### src/rtl/kpd_pkg.sv
// Shared types and constants for the keypad debounce and auto-repeat block.
// No dependencies; used by kpd_lane, kpd_merge and keypad_debounce_autorepeat.
package kpd_pkg;

  localparam int ROWS  = 4;
  localparam int ROW_W = 2;
  localparam int COL_W = 3;
  localparam int CFG_W = 10;
  localparam int IDX_W = 2;

  localparam logic [IDX_W-1:0] CFG_HOLD_DELAY      = 2'd0;
  localparam logic [IDX_W-1:0] CFG_REPEAT_INTERVAL = 2'd1;

  typedef struct packed {
    logic            take;
    logic            steady;
  } lane_ctl_t;

  typedef struct packed {
    logic [ROWS-1:0] code;
    logic [ROWS-1:0] rise;
    logic            match;
  } lane_stat_t;

endpackage

### src/rtl/kpd_lane.sv
// One column lane: one-hot row code, steady match and newly pressed row.
// Holds the column's previous reading and remembered pressed code. Uses kpd_pkg.
module kpd_lane (
  input  logic                           clk,
  input  logic                           rst,
  input  logic [kpd_pkg::ROWS-1:0]       raw,
  input  kpd_pkg::lane_ctl_t             ctl,
  output kpd_pkg::lane_stat_t            stat
);

  logic [kpd_pkg::ROWS-1:0] last_reading;
  logic [kpd_pkg::ROWS-1:0] pressed_seen;
  logic [kpd_pkg::ROWS-1:0] code;

  // highest-numbered pressed row wins, row r coded as 8 >> r
  always_comb begin
    code = '0;
    for (int r = 0; r < kpd_pkg::ROWS; r++) begin
      if (raw[r]) begin
        code = '0;
        code[kpd_pkg::ROWS-1-r] = 1'b1;
      end
    end
  end

  assign stat.code  = code;
  assign stat.match = (code != '0) && (code == last_reading);
  assign stat.rise  = code & ~pressed_seen;

  always_ff @(posedge clk) begin
    if (rst) begin
      last_reading <= '0;
      pressed_seen <= '0;
    end else if (ctl.take) begin
      last_reading <= code;
      pressed_seen <= ctl.steady ? code : '0;
    end
  end

endmodule

### src/rtl/kpd_merge.sv
// Merge of the column lanes: steady flag and first new key in column-major order.
// Uses kpd_pkg lane status structs.
module kpd_merge #(
  parameter int NUM_COLUMNS = 3,
  parameter int NUM_KEYS    = 12
) (
  input  kpd_pkg::lane_stat_t                            lanes [NUM_COLUMNS],
  output logic                                           steady,
  output logic                                           pressed,
  output logic [kpd_pkg::COL_W+kpd_pkg::ROW_W-1:0]       key
);

  localparam int KEY_W = kpd_pkg::COL_W + kpd_pkg::ROW_W;

  logic                      found;
  logic [kpd_pkg::COL_W-1:0] col;
  logic [kpd_pkg::ROWS-1:0]  rise;
  logic [kpd_pkg::ROW_W-1:0] row;

  always_comb begin
    steady = 1'b0;
    found  = 1'b0;
    col    = '0;
    rise   = '0;
    for (int c = NUM_COLUMNS - 1; c >= 0; c--) begin
      if (lanes[c].match) begin
        steady = 1'b1;
      end
      if (lanes[c].rise != '0) begin
        found = 1'b1;
        col   = kpd_pkg::COL_W'(c);
        rise  = lanes[c].rise;
      end
    end
  end

  always_comb begin
    row = '0;
    for (int r = 0; r < kpd_pkg::ROWS; r++) begin
      if (rise[kpd_pkg::ROWS-1-r]) begin
        row = kpd_pkg::ROW_W'(r);
      end
    end
  end

  assign key     = {col, row};
  assign pressed = found && ((KEY_W + 1)'(key) < (KEY_W + 1)'(NUM_KEYS));

endmodule

### src/rtl/keypad_debounce_autorepeat.sv
// Top level of the keypad debounce and auto-repeat block.
// Instantiates kpd_lane per column and kpd_merge; uses kpd_pkg.
//
// Each accepted word is one scan of a 4-row key matrix, one column lane per
// column working in parallel. A scan is accepted every clock cycle; its press
// or repeat word, if any, appears in the output register on the next cycle.
// The input side stalls only while that output register holds a word the
// consumer has not yet taken. Hold delay and repeat interval count in scans
// and are loaded through the configuration port; write them only while idle.
module keypad_debounce_autorepeat #(
  parameter int NUM_COLUMNS   = 3,
  parameter int NUM_KEYS      = 12,
  parameter int COUNTER_WIDTH = 10
) (
  input  logic                                 clk,
  input  logic                                 rst,
  input  logic                                 in_valid,
  output logic                                 in_ready,
  input  logic [kpd_pkg::ROWS*NUM_COLUMNS-1:0] key_matrix,
  output logic                                 out_valid,
  input  logic                                 out_ready,
  output logic [3:0]                           key_index,
  output logic                                 is_repeat,
  input  logic                                 cfg_valid,
  output logic                                 cfg_ready,
  input  logic [kpd_pkg::IDX_W-1:0]            cfg_index,
  input  logic [kpd_pkg::CFG_W-1:0]            cfg_data
);

  localparam int KEY_W = kpd_pkg::COL_W + kpd_pkg::ROW_W;

  logic [COUNTER_WIDTH-1:0] hold_delay;
  logic [COUNTER_WIDTH-1:0] repeat_interval;
  logic                     repeat_armed;
  logic [3:0]               held_key;
  logic [COUNTER_WIDTH-1:0] hold_counter;
  logic [COUNTER_WIDTH-1:0] repeat_counter;
  logic [COUNTER_WIDTH-1:0] hold_dec;
  logic [COUNTER_WIDTH-1:0] repeat_dec;

  kpd_pkg::lane_ctl_t  ctl;
  kpd_pkg::lane_stat_t lanes [NUM_COLUMNS];
  logic                steady;
  logic                pressed;
  logic [KEY_W-1:0]    key;
  logic                take;
  logic                fire_repeat;

  assign cfg_ready = 1'b1;
  assign in_ready  = !out_valid || out_ready;
  assign take      = in_valid && in_ready;

  assign ctl.take   = take;
  assign ctl.steady = steady;

  for (genvar c = 0; c < NUM_COLUMNS; c++) begin : g_lane
    kpd_lane u_lane (
      .clk  (clk),
      .rst  (rst),
      .raw  (key_matrix[kpd_pkg::ROWS*c +: kpd_pkg::ROWS]),
      .ctl  (ctl),
      .stat (lanes[c])
    );
  end

  kpd_merge #(
    .NUM_COLUMNS (NUM_COLUMNS),
    .NUM_KEYS    (NUM_KEYS)
  ) u_merge (
    .lanes   (lanes),
    .steady  (steady),
    .pressed (pressed),
    .key     (key)
  );

  assign hold_dec    = (hold_counter != '0) ? hold_counter - 1'b1 : '0;
  assign repeat_dec  = (repeat_counter != '0) ? repeat_counter - 1'b1 : '0;
  assign fire_repeat = steady && !pressed && repeat_armed
                       && (hold_dec == '0) && (repeat_dec == '0);

  always_ff @(posedge clk) begin
    if (rst) begin
      hold_delay      <= COUNTER_WIDTH'(50);
      repeat_interval <= COUNTER_WIDTH'(10);
    end else if (cfg_valid) begin
      if (cfg_index == kpd_pkg::CFG_HOLD_DELAY) begin
        hold_delay <= COUNTER_WIDTH'(cfg_data);
      end else if (cfg_index == kpd_pkg::CFG_REPEAT_INTERVAL) begin
        repeat_interval <= COUNTER_WIDTH'(cfg_data);
      end
    end
  end

  always_ff @(posedge clk) begin
    if (rst) begin
      repeat_armed   <= 1'b0;
      held_key       <= '0;
      hold_counter   <= '0;
      repeat_counter <= '0;
      out_valid      <= 1'b0;
    end else if (take) begin
      out_valid <= steady && (pressed || fire_repeat);
      if (!steady) begin
        repeat_armed   <= 1'b0;
        repeat_counter <= '0;
        hold_counter   <= hold_dec;
      end else if (pressed) begin
        repeat_armed   <= 1'b1;
        held_key       <= key[3:0];
        hold_counter   <= hold_delay;
        repeat_counter <= repeat_dec;
      end else if (fire_repeat) begin
        hold_counter   <= hold_dec;
        repeat_counter <= repeat_interval;
      end else begin
        hold_counter   <= hold_dec;
        repeat_counter <= repeat_dec;
      end
    end else if (out_ready) begin
      out_valid <= 1'b0;
    end
  end

  always_ff @(posedge clk) begin
    if (take) begin
      key_index <= pressed ? key[3:0] : held_key;
      is_repeat <= !pressed;
    end
  end

endmodule

### config.mk
export PLATFORM = sky130hd
export DESIGN_NAME = keypad_debounce_autorepeat
export DESIGN_NICKNAME = d
export VERILOG_FILES = /design/src/rtl/kpd_pkg.sv /design/src/rtl/kpd_lane.sv /design/src/rtl/kpd_merge.sv /design/src/rtl/keypad_debounce_autorepeat.sv
export SDC_FILE = /design/constraint.sdc
export NUM_CORES = 1
export LEC_CHECK = 0
export ABC_AREA = 1
export ABC_CLOCK_PERIOD_IN_PS = 4350
export BUFFER_PORTS_ARGS = -buffer_cell sky130_fd_sc_hd__buf_2
export CAP_MARGIN = 20
export CORE_MARGIN = 3
export CORE_UTILIZATION = 64
export DETAILED_ROUTE_END_ITERATION = 16
export PLACE_DENSITY = 0.95
export SETUP_SLACK_MARGIN = 0.5
export SYNTH_ARGS = -nofsm -noshare
export SYNTH_HDL_FRONTEND = slang
export SYNTH_HIERARCHICAL = 1
export SYNTH_SLANG_ARGS = --single-unit
### constraint.sdc
create_clock -name clk -period 4.35 [get_ports clk]
set_input_delay 0.87 -clock clk [delete_from_list [all_inputs] [get_ports clk]]
set_output_delay 0.87 -clock clk [all_outputs]
set_load 0.02 [all_outputs]
# Yosys cells after proc, flatten, opt, wreduce, memory -nomap -nowiden
# Cells that the tools add are included.
[classes]
muxes = 42
reduce_logical = 30
n_addsub = 2
eq_ne = 5
n_lt_le_gt_ge = 1
n_bitwise = 7
[ops]
columns = ["cell", "n"]
rows = [
  ["$mux 10", 7],
  ["$mux 4", 16],
  ["$reduce_bool 4->1", 6],
  ["$logic_not 10->1", 2],
  ["$reduce_bool 10->1", 2],
  ["$sub 10x1->10 const B", 2],
  ["$and 4x4->4", 3],
  ["$eq 4x4->1", 3],
  ["$not 4->4", 3],
  ["$mux 1", 11],
  ["$logic_and 1x1->1", 10],
  ["$mux 2", 5],
  ["$mux 3", 3],
  ["$reduce_and 2->1", 3],
  ["$lt 4x4->1 const B", 1],
  ["$reduce_and 3->1", 1],
  ["$eq 2x1->1 const B", 1],
  ["$logic_not 1->1", 2],
  ["$logic_not 2->1", 1],
  ["$logic_or 1x1->1", 2],
  ["$ne 2x1->1 const B", 1],
  ["$reduce_bool 2->1", 1],
  ["$not 1->1", 1],
]
[word_totals]
output_inout_bits = 8
regBits = 75
inputBits = 29
word_cells = 102

# Depth between registers and ports, before layout
[depth]
word_depth = 22
mapped_depth = 17
mapped_depth_nobuf = 16

# Modules after synthesis
# The synthesis kept the hierarchy.
[by_module_without_submodules]
columns = ["mod", "area_per_inst_um2", "n_inst", "seq_area_each_um2", "cells_per_inst"]
rows = [
  ["keypad_debounce_autorepeat", 2670.1, 1, 1071.0, 389],
  ["kpd_lane", 454.2, 3, 160.2, 71],
  ["kpd_merge", 162.7, 1, 0.0, 30],
]

# Worst setup path after synthesis
# No wires, ideal clock.
[synth_path]
kind = "input to register"
start = "in key_matrix[7] (netlist bit)"
end = "reg hold_counter[2]"
setup_slack_ns = 1.642
cell_stages = 15
arrival_time_ns = 2.651
n_path_buf = 0
setup_time_ns = 0.056
required_time_ns = 4.294
cell_sequence = "nor2_4 -> nand2_1 -> nand2_1 -> nand2_1 -> nand2_1 -> nor2_2 -> or3_1 -> inv_1 -> nor2_1 -> inv_1 -> nor2_1 -> inv_1 -> nor2_1 -> a211o_1 -> inv_1"
[synth_lines]
columns = ["element", "line_no", "rtl"]
rows = [
  ["from (decl)", "keypad_debounce_autorepeat.sv:19", "input logic [kpd_pkg::ROWS*NUM_COLUMNS-1:0] key_matrix,"],
  ["to (signal assigned)", "keypad_debounce_autorepeat.sv:106", "hold_counter <= hold_dec;"],
  ["to (signal assigned)", "keypad_debounce_autorepeat.sv:110", "hold_counter <= hold_delay;"],
  ["to (signal assigned)", "keypad_debounce_autorepeat.sv:113", "hold_counter <= hold_dec;"],
  ["to (decl)", "keypad_debounce_autorepeat.sv:36", "logic [COUNTER_WIDTH-1:0] hold_counter;"],
]

==> run_results.csv <==
group,metric,value,unit
sta,fin_worst_skew,0.01325,ns
clocking,clk_path_buf_depth,2,
global_route,grt_use_total,29.92,%
min_path,timing.hold.worst.class,"register to register",
setup_path,critical_path_origin,"key_matrix[11]",
setup_path,slowest_delay,0.54,ns
finish,layout_commonest_cell,"nand2_1",
floorplan,dieArea,0.007506,mm2
route,drtIter0Drc,380,
clocking,ctsRootBufferMaster,"clkbuf_8",
route,route.final.wire_length,10530,um
setup_path,timing.critical_path.buf_inv,2,
global_route,grt_first_pass_wirelength,18030,um
finish,commonest_non_fill_non_tap_cells_in_the_layout,"nand2_1 (164), inv_1 (74), dfxtp_1 (70), a21oi_1 (60), nor2_1 (58)",
finish,synthToLayoutAreaGrowth,9.922,%
power,p_leak,2.135,nW
power,total_power_density_per_cell_area,492.5,mW/mm2
finish,final.fill_count,467,
floorplan,dieHeight,86.64,um
setup_path,worstPathArrival,3.52,ns
global_route,grt_pass1_vias,3964,
synthesis,synth.avg_cell_area,6.637,um2
power,power.switching,0.8930,mW
sta,final_period_minus_worst_setup_slack,3.243,ns
place,hpwl,7304,um
synthesis,yosys_warn_count,6,
setup_path,critPathSlowestCell,"nor2_1",
power,intPower,1.360,mW
clocking,tritoncts,"yes",
setup_path,endpoint_kind,"register",
sta,worst_pin_slew,0.8046,ns
route,drcViolationCount,0,
sta,rsz0062_at_grt,"no",
sta,final_worst_path_cycle_share,74.54,%
sta,final-setup-viol-count,0,
sta,max_clock_freq,308.4,MHz
power,share_comb_of_total_power,36.3,%
global_route,grt.overflow.total,0,
floorplan,die_width,86.64,um
clocking,clock_latency,0.36,ns
run,cap_violations,0,
setup_path,r2r-start,"repeat_counter[0]",
min_path,hp-start,"repeat_interval[0]",
synthesis,post_synth_inst_count,627,
power,power_switching_share,39.64,%
route,drt_pre_antenna_iters,6,
place,placed_cells_incl_taps,717,
setup_path,setup.worst_path.class,"input pin to register",
sta,finalHoldViolCount,0,
clocking,resized_gates_after_cts,0,
finish,n_antenna_cell,0,
finish,final_layout_size_suffix_gt1_share,14.26,%
clocking,clock_sink_count,75,
floorplan,start_util,68.27,%
sta,final_max_slew_viol_count,0,
setup_path,max_fo_critical_path,11,
route,route.detailed.vias_per_inst,5.793,
place,port-buffer-count,35,
setup_path,crit_family,"simple AND/OR/NAND/NOR gates",
place,place.gp.congestion,0.8894,
run_status,run_status,"completed",
sta,worst_slew_margin_rel,46.30,%
finish,finalNonFillerCells,734,
setup_path,crit_path_start_kind,"input pin",
synthesis,mappedNetlistNets,658,
clocking,hold_buffers,0,
floorplan,rows,28,
clocking,postCtsSetupRepairBufs,0,
route,post_detailed_route_count_of_antenna_violating_nets,0,
setup_path,cp_data_required_time,4.63,ns
synthesis,syn_area,0.004161,mm2
route,detailed_route_via_count,4252,
power,vdd_drop_max,0.0003749,V
clocking,path_clk_slew,0.09,ns
route,wl_per_cell,14.35,um
floorplan,i_o_pin_count,37,
floorplan,floorplan.core_area,0.006096,mm2
clocking,cts-buffers-inserted,9,
power,seqPwrFrac,36.1,%
power,clockPowerShare,27.7,%
global_route,antenna_violations_before_repair,0,
sta,totalNegativeSetupSlack,0,ns
finish,net_total_in_the_final_layout,685,
setup_path,critical_path.cell_chain,"buf_2 -> inv_2 -> nand2_1 -> nor2_1 -> nor4_1 -> nand2_1 -> nor2_1 -> nand3_1 -> nor2_1 -> nand3_2 -> nand2_1 -> nand3_1 -> a21oi_1",
global_route,grt_start_max_net_pins,42,
clocking,htreeDepth,3,
final cells by class:
type / instances / area (um2) / area share, %
Sequential cell: 75 / 1551 / 33.92
Clock inverter: 5 / 61.31 / 1.340
Tap cell: 75 / 93.84 / 2.051
Multi-Input combinational cell: 442 / 2158 / 47.18
Clock buffer: 11 / 173.9 / 3.802
Inverter: 87 / 330.3 / 7.221
Timing Repair Buffer: 39 / 205.2 / 4.486
path summary, 6_finish.rpt:
kind / to / slack (ns) / cells after the start
setup reg to reg: repeat_counter[4] / 1.23 / 12
hold reg to reg: repeat_interval[0] / 0.46 / 2
hold / removal: repeat_interval[0] / 0.46 / 2
setup / recovery: repeat_counter[4] / 1.11 / 13
flip-flops by register name, summed over array words and instances (netlist names), 4 cells and up:
signal,cells
held_key,4
hold_delay,10
repeat_interval,10
repeat_counter,10
hold_counter,10
g_lane.u_lane/last_reading,12
g_lane.u_lane/pressed_seen,12
key_index,4
power groups by stage:
stage	Clock, mW	Combinational, mW	Sequential, mW
6_report	0.623	0.817	0.812
4_1_cts	0.620	0.795	0.809
3_5_place_dp	0	0.770	0.822
2_1_floorplan	0	0.629	0.815
3_3_place_gp	0	0.742	0.820
5_1_grt	0.655	0.926	0.818
worst register-to-register path, delay by kind of cell (launching register included):
kind,cells,cell delay [ns]
AOI/OAI and AO/OA,1,0.17
buffers and inverters,1,0.19
DFF,1,0.35
adders and majority gates,1,0.27
and+or+nand+nor,9,2.06
metal layers:
layer | GRT usage [%] | routed length (um) | vias up
met3 | 5.989 | 784 | 32
met4 | 11.33 | 289 | 0
met5 | 0 | 0 | -
li1 | - | - | 2074
met2 | 51.39 | 5077 | 208
met1 | 36.91 | 4379 | 1938
through the flow:
step	hold WS (ns)	power, mW	setup slack [ns]	util (%)	area, um2
after floorplan	0.4244	1.444	1.642	-	4161
after global placement	0.4426	1.562	0.9154	71.06	4332
after detailed placement	0.4488	1.592	0.8356	71.06	4332
after CTS	0.4570	2.224	1.181	74.92	4567
after global routing	0.4829	2.399	0.7920	75.04	4574
final	0.4604	2.253	1.107	75.04	4574
(Power assumes the default switching activity.)
